## config.mk

```make
export PLATFORM = sky130hd
export DESIGN_NAME = atsp_ctrl
export DESIGN_NICKNAME = d
export VERILOG_FILES = /design/src/rtl/atsp_pkg.sv /design/src/rtl/atsp_ctrl.sv
export SDC_FILE = /design/constraint.sdc
export NUM_CORES = 1
export LEC_CHECK = 0
export BUFFER_PORTS_ARGS = -buffer_cell sky130_fd_sc_hd__buf_2
export CORE_AREA = 5 5 42 44
export DETAILED_ROUTE_END_ITERATION = 12
export DIE_AREA = 0 0 47 49
export PLACE_DENSITY_LB_ADDON = 0.25
export RECOVER_POWER = 50
export SKIP_CTS_REPAIR_TIMING = 1
export SYNTH_ARGS = -nofsm -noshare
export SYNTH_HDL_FRONTEND = slang
export SYNTH_SLANG_ARGS = --single-unit
```

## constraint.sdc

```tcl
create_clock -name clk_i -period 2.8 [get_ports clk_i]
set_clock_uncertainty 0.1 [all_clocks]
set_input_delay 0.14 -clock clk_i [delete_from_list [all_inputs] [get_ports clk_i]]
set_output_delay 0.14 -clock clk_i [all_outputs]
set_load 0.02 [all_outputs]
```

## src/rtl/atsp_pkg.sv

```systemverilog
package atsp_pkg;

  // Problem size and field widths.
  localparam int MAX_VERTICES   = 16;
  localparam int WEIGHT_BITS    = 16;
  localparam int VTX_BITS       = $clog2(MAX_VERTICES);
  localparam int CNT_BITS       = $clog2(MAX_VERTICES + 1);
  localparam int COST_BITS      = 20;
  localparam int CFG_BITS       = 5;
  localparam int EDGE_ADDR_BITS = 2 * VTX_BITS;
  localparam int EDGE_DEPTH     = MAX_VERTICES * MAX_VERTICES;
  localparam int EDGE_BITS      = WEIGHT_BITS + 1;

  localparam logic [CFG_BITS-1:0] VCOUNT_RESET = CFG_BITS'(MAX_VERTICES);

  // Operation codes carried in the input tuser bit.
  localparam logic OP_LOAD   = 1'b0;
  localparam logic OP_SEARCH = 1'b1;

  // Input word layout, lowest bit first.
  localparam int IN_FROM_LSB    = 0;
  localparam int IN_TO_LSB      = 4;
  localparam int IN_WEIGHT_LSB  = 8;
  localparam int IN_PRESENT_BIT = 24;
  localparam int IN_START_LSB   = 25;
  localparam int IN_DATA_BITS   = 32;

  // Output word layout, lowest bit first.
  localparam int OUT_COST_LSB   = 0;
  localparam int OUT_POS_LSB    = 20;
  localparam int OUT_VTX_LSB    = 25;
  localparam int OUT_USED_BITS  = 29;
  localparam int OUT_DATA_BITS  = 32;

  // Configuration port.
  localparam int APB_ADDR_BITS = 3;
  localparam int APB_DATA_BITS = 32;
  localparam logic REG_VCOUNT  = 1'b0;

  // Commands from the controller to the datapath.
  typedef struct packed {
    logic load_edge;
    logic init_search;
    logic scan;
    logic close_rd;
    logic advance;
    logic skip;
    logic close_chk;
    logic retreat;
    logic emit_load;
  } cmd_t;

  // Status from the datapath to the controller.
  typedef struct packed {
    logic depth_zero;
    logic depth_full;
    logic cand_found;
    logic edge_present;
    logic no_start;
    logic emit_last;
    logic out_free;
  } sts_t;

  // Vertex count in use: zero counts as one, large values are capped.
  function automatic logic [CNT_BITS-1:0] active_count(input logic [CFG_BITS-1:0] vc);
    logic [CNT_BITS-1:0] res;
    if (vc == '0) begin
      res = CNT_BITS'(1);
    end else if (vc > CFG_BITS'(MAX_VERTICES)) begin
      res = CNT_BITS'(MAX_VERTICES);
    end else begin
      res = vc[CNT_BITS-1:0];
    end
    return res;
  endfunction

endpackage

```

## src/rtl/atsp_ctrl.sv

```systemverilog
module atsp_ctrl
  import atsp_pkg::*;
(
  input  logic clk_i,
  input  logic rst_ni,
  input  logic in_valid_i,
  output logic in_ready_o,
  input  logic in_op_i,
  input  sts_t sts_i,
  output cmd_t cmd_o
);

  typedef enum logic [4:0] {
    ST_IDLE  = 5'b00001,
    ST_STEP  = 5'b00010,
    ST_PROBE = 5'b00100,
    ST_CLOSE = 5'b01000,
    ST_EMIT  = 5'b10000
  } state_e;

  state_e state_q, state_d;

  always_ff @(posedge clk_i or negedge rst_ni) begin
    if (!rst_ni) begin
      state_q <= ST_IDLE;
    end else begin
      state_q <= state_d;
    end
  end

  always_comb begin
    state_d    = state_q;
    cmd_o      = '0;
    in_ready_o = 1'b0;
    case (state_q)
      ST_IDLE: begin
        in_ready_o = 1'b1;
        if (in_valid_i) begin
          if (in_op_i == OP_LOAD) begin
            cmd_o.load_edge = 1'b1;
          end else begin
            cmd_o.init_search = 1'b1;
            state_d = sts_i.no_start ? ST_EMIT : ST_STEP;
          end
        end
      end
      ST_STEP: begin
        if (sts_i.depth_zero) begin
          state_d = ST_EMIT;
        end else if (sts_i.depth_full) begin
          cmd_o.close_rd = 1'b1;
          state_d = ST_CLOSE;
        end else if (sts_i.cand_found) begin
          cmd_o.scan = 1'b1;
          state_d = ST_PROBE;
        end else begin
          cmd_o.retreat = 1'b1;
        end
      end
      ST_PROBE: begin
        if (sts_i.edge_present) begin
          cmd_o.advance = 1'b1;
        end else begin
          cmd_o.skip = 1'b1;
        end
        state_d = ST_STEP;
      end
      ST_CLOSE: begin
        cmd_o.close_chk = 1'b1;
        cmd_o.retreat   = 1'b1;
        state_d = ST_STEP;
      end
      ST_EMIT: begin
        if (sts_i.out_free) begin
          cmd_o.emit_load = 1'b1;
          if (sts_i.emit_last) begin
            state_d = ST_IDLE;
          end
        end
      end
      default: begin
        state_d = ST_IDLE;
      end
    endcase
  end

endmodule

```

* Yosys cells after proc, flatten, opt, wreduce, memory -nomap -nowiden
Index checks and enable logic that the tools add are counted.
** Word-level totals
- Flip-flop bits (word level) :: 5
- ROM bits :: 0
- Bits in writable memories :: 0
- Bits of input ports :: 11
- Bits in latches :: 0
- Memories kept :: 0
- Logic and storage cells :: 42
** Operators by class
- Order comparisons :: 0
- Mux-type cells :: 29
- Reduce and logical (&&, ||, !) cells :: 2
- $mul :: 0
- $add $sub $neg :: 0
- Bitwise logic cells :: 0
- Divide/modulo/power cells :: 0
- Shifts and indexed selects :: 0
- Equal/unequal tests :: 10
** Operators with widths (count)
- two-way mux 5 bit :: 8
- one-hot mux 5 bit (4 select lines) :: 1
- two-way mux 1 bit :: 14
- two-way mux 2 bit :: 5
- != test 2 bit, second input constant :: 4
- equality test 5 x 1 -> 1 bit, second input constant :: 1
- equality test 5 x 2 -> 1 bit, second input constant :: 1
- equality test 5 x 3 -> 1 bit, second input constant :: 1
- equality test 5 x 4 -> 1 bit, second input constant :: 1
- equality test 5 bit, second input constant :: 1
- AND reduction 5 bit :: 1
- != test 4 bit, second input constant :: 1
- one-hot mux 1 bit (2 select lines) :: 1
- OR reduction 2 bit :: 1

* Logic depth before layout (Yosys ltp)
- Depth after elaboration :: 4
- Depth in mapped cells :: 5
- Gate-level depth less buffers :: 3

* Worst setup path after synthesis
Ideal clock, no wire load.
- Path type :: reg-to-output
- Start point :: register state_q[0]
- End point :: output cmd_o[8] in the netlist's numbering
- Stages on the path, launching flop included :: 5
- Path slack :: 680 ps
- Data required time :: 2560 ps
- Data arrival time :: 1880 ps
- Path buffers :: 1
- Cell sequence :: dfstp_2 buf_6 or3b_1 nor3_1 and3b_1
** RTL lines
- start, declared :: RTL line atsp_ctrl.sv:21 : state_e state_q, state_d;
- start signal, assigned :: RTL line atsp_ctrl.sv:27 : state_q <= state_d;
- end, declared :: RTL line atsp_ctrl.sv:10 : output cmd_t cmd_o

==> impl_metrics.json <==
{
  "result_of_the_run": "finished clean",
  "clock_buffers_created_by_tritoncts": 3,
  "tightest_slew_ns": 0.408,
  "clk_transition_reported_paths_ns": 0.04,
  "power_density_nw_per_um2": 782,
  "ys_seq_elements": 5,
  "routedWlPerCell_um": 11.9,
  "post_drt_via_cell_ratio": 5.15,
  "ff_latch_area_um2": 126,
  "fraction_of_registers_with_async_set_or_reset_after_synthesis": 1.00,
  "rsz0062_at_grt": "false",
  "clk_root_buffer_cell": "sky130_fd_sc_hd__clkbuf_4",
  "top_register": "state_q",
  "timing.final.setup_violations": 0,
  "critical_path_arrival_ns": 1.82,
  "core_region_um2": 1400,
  "largest_registers": "state_q (5)",
  "drt_iter0_markers": 2,
  "clock_path_buffers": 2,
  "vias_in_the_first_global_route": 413,
  "critical_path_peak_fanout": 10,
  "max_clock_freq_mhz": 486,
  "critical_path.n_buffers_inverters": 1,
  "initial_standard_cell_utilization_of_the_core": 0.324,
  "totalNegativeSetupSlack_ns": 0,
  "worstSetupPathType": "register to output port",
  "worst_hold_slack_ns": 0.0636,
  "worstHoldPathType": "input port to register",
  "dr.pass1.iters": 3,
  "whs_endpoint": "state_q[3]",
  "drt_wl_total_um": 1000,
  "power.total_mw": 0.443,
  "final_hold_viol_count": 0,
  "hold_start": "sts_i[6]",
  "netlist.top_cell.by_area": "sky130_fd_sc_hd__dfrtp_1",
  "post_synth_inst_count": 49,
  "number_of_fillers_in_the_final_layout": 148,
  "max_cap_viol_count": 0,
  "seq_area_frac_synth": 0.278,
  "clkLatencyLatePin_ns": 0.24,
  "slew_headroom": 0.725,
  "timing.critical_path.from_type": "register",
  "postSynth.topFlopCell": "sky130_fd_sc_hd__dfrtp_1",
  "grt.overflow.total": 0,
  "crit-reg2reg-launch": "state_q[0]",
  "largest_register_ffs": 5,
  "drc": 0,
  "wire_length_of_the_first_global_routing_pass_um": 1760,
  "cts_tree": "yes",
  "r2r_setup_slack_ns": 1.11,
  "antenna_violations_before_repair": 0,
  "crit_path_max_incr_delay_ns": 0.65,
  "timing.critical_path.max_delay_family": "simple AND/OR/NAND/NOR gates",
  "postSynthNetCount": 60,
  "drive_above_1_share": 0.412,
  "finalCritPeriodShare": 0.735,
  "timing.critical_path.slowest_stage_cell": "sky130_fd_sc_hd__or4b_1",
  "fp.dieW_um": 47,
  "grt_util_all_layers": 0.104,
  "total_number_of_yosys_warnings": 0,
  "place_worst_setup_slack_ns": 0.980,
  "hpwlAfterDp_um": 795,
  "n_antenna_cell": 0,
  "gpl.final_weighted_congestion": 0.688,
  "synth_top_cell_area_share": 0.220,
  "period_needed_ns": 2.06,
  "total_leakage_power_nw": 0.277,
  "flow.area_growth_from_synthesis_pct": 24.8,
  "mappedNetlistArea_um2": 454,
  "min_delay_path_depth": 2,
  "ys_top_cells_by_area": "sky130_fd_sc_hd__dfrtp_1, sky130_fd_sc_hd__nor4b_2, sky130_fd_sc_hd__dfstp_2",
  "synthDistinctLibCells": 29,
  "design.portCount": 21,
  "h-tree-depth": 1,
  "multi_input_area_um2": 287,
  "vdd_ir_drop_max_uv": 337,
  "fp_rows": 14,
  "finalMaxSlewViolations": 0,
  "grt_start_max_net_pins": 14,
  "post_synth_most_frequent_cells": "sky130_fd_sc_hd__buf_2, sky130_fd_sc_hd__dfrtp_1, sky130_fd_sc_hd__nor4_1",
  "layout.nets": 80,
  "io_buffers": 20,
  "chipHeight_um": 49,
  "ant_nets": 0,
  "post_layout_worst_setup_margin_ns": 0.743,
  "detailroute.via_count": 433,
  "crit_path_cell_trace": "or4b_1, nor4b_2, buf_2",
  "endpoint_kind": "output port",
  "syn_avg_cell_area_um2": 9.27,
  "worstReg2RegEnd": "state_q[1]",
  "die_area_um2": 2300,
  "synth_edf_count": 0,
  "worst-r2r-cell-count": 3,
  "clock_sinks": 5,
  "required_ns": 2.56
}
-- layout make-up --
| class | count | area share |
|---|---|---|
| Timing Repair Buffer | 21 | 0.190 |
| Sequential cell | 5 | 0.223 |
| Clock buffer | 4 | 0.0464 |
| Multi-Input combinational cell | 38 | 0.506 |
| Tap cell | 16 | 0.0353 |
-- routing by layer --
| layer | wire length (um) | share of wire | global-route usage | vias up |
|---|---|---|---|---|
| met5 | 0 | 0 | 0 | - |
| met4 | 0 | 0 | 0.0276 | 0 |
| met3 | 65 | 0.065 | 0.0590 | 0 |
| met2 | 495 | 0.49 | 0.143 | 12 |
| met1 | 442 | 0.44 | 0.138 | 196 |
| li1 | - | - | - | 225 |
-- placed cells by master, fill, tap and decap left out --
cell	Yosys	routed
sky130_fd_sc_hd__a31o_2	1	1
sky130_fd_sc_hd__buf_2	4	18
sky130_fd_sc_hd__o21ai_0	1	1
sky130_fd_sc_hd__o211ai_1	2	2
sky130_fd_sc_hd__or3b_1	1	1
sky130_fd_sc_hd__clkbuf_4	0	3
sky130_fd_sc_hd__dfrtp_1	4	4
sky130_fd_sc_hd__nor3_1	3	3
sky130_fd_sc_hd__dlygate4sd3_1	0	1
sky130_fd_sc_hd__a211oi_1	1	1
sky130_fd_sc_hd__o41ai_2	1	1
sky130_fd_sc_hd__or2_2	1	1
sky130_fd_sc_hd__nand2b_1	3	3
sky130_fd_sc_hd__nand3b_1	1	1
sky130_fd_sc_hd__and3b_1	2	2
sky130_fd_sc_hd__nor4_1	4	4
sky130_fd_sc_hd__and4b_1	1	1
sky130_fd_sc_hd__or4b_2	1	1
sky130_fd_sc_hd__and3_1	3	3
sky130_fd_sc_hd__nor4b_2	2	1
sky130_fd_sc_hd__nor3b_1	1	1
sky130_fd_sc_hd__a21bo_2	1	1
sky130_fd_sc_hd__or4b_1	1	1
sky130_fd_sc_hd__clkbuf_1	0	3
sky130_fd_sc_hd__nand2_1	3	3
sky130_fd_sc_hd__and2_1	1	1
sky130_fd_sc_hd__dfstp_2	1	1
sky130_fd_sc_hd__xnor2_1	1	1
sky130_fd_sc_hd__nor4bb_1	1	1
sky130_fd_sc_hd__o22a_1	1	1
sky130_fd_sc_hd__nor4b_1	0	1
-- cell families (layout without fill, tap and decap cells) --
logic type / count (synthesis) / in the layout / synth area share
AND/OR/NAND/NOR: 29 / 29 / 0.468
AO/OA/AOI/OAI: 8 / 8 / 0.157
flip-flops: 5 / 5 / 0.278
XOR/XNOR: 1 / 1 / 0.0193
buffers and inverters: 6 / 25 / 0.0771
-- per-stage QoR --
step / instances / cell area (um2) / utilization
2_1_floorplan: 49 / 454 / -
3_3_place_gp: 79 / 539 / 0.385
3_5_place_dp: 79 / 539 / 0.385
4_1_cts: 83 / 566 / 0.404
5_1_grt: 84 / 567 / 0.404
6_report: 84 / 567 / 0.404
-- where the power goes --
group	switching [mW]	internal (mW)	total [mW]
sequential	0.0503	0.0974	0.148
clock	0.0268	0.0537	0.0805
combinational	0.105	0.110	0.215
total	0.182	0.261	0.443
-- how the worst max path moves through the flow --
stage	startpoint	end	slack, ns	depth (start not counted)
6_report	state_q[2]	cmd_o[5]	0.74	3
5_1_grt	state_q[1]	cmd_o[5]	0.62	3
4_1_cts	state_q[2]	cmd_o[5]	0.71	3
3_5_place_dp	state_q[2]	cmd_o[5]	0.98	3
3_3_place_gp	state_q[1]	cmd_o[5]	0.99	3
2_1_floorplan	state_q[0]	cmd_o[8]	0.68	4
No activity file was read; power rests on OpenSTA's default activity.
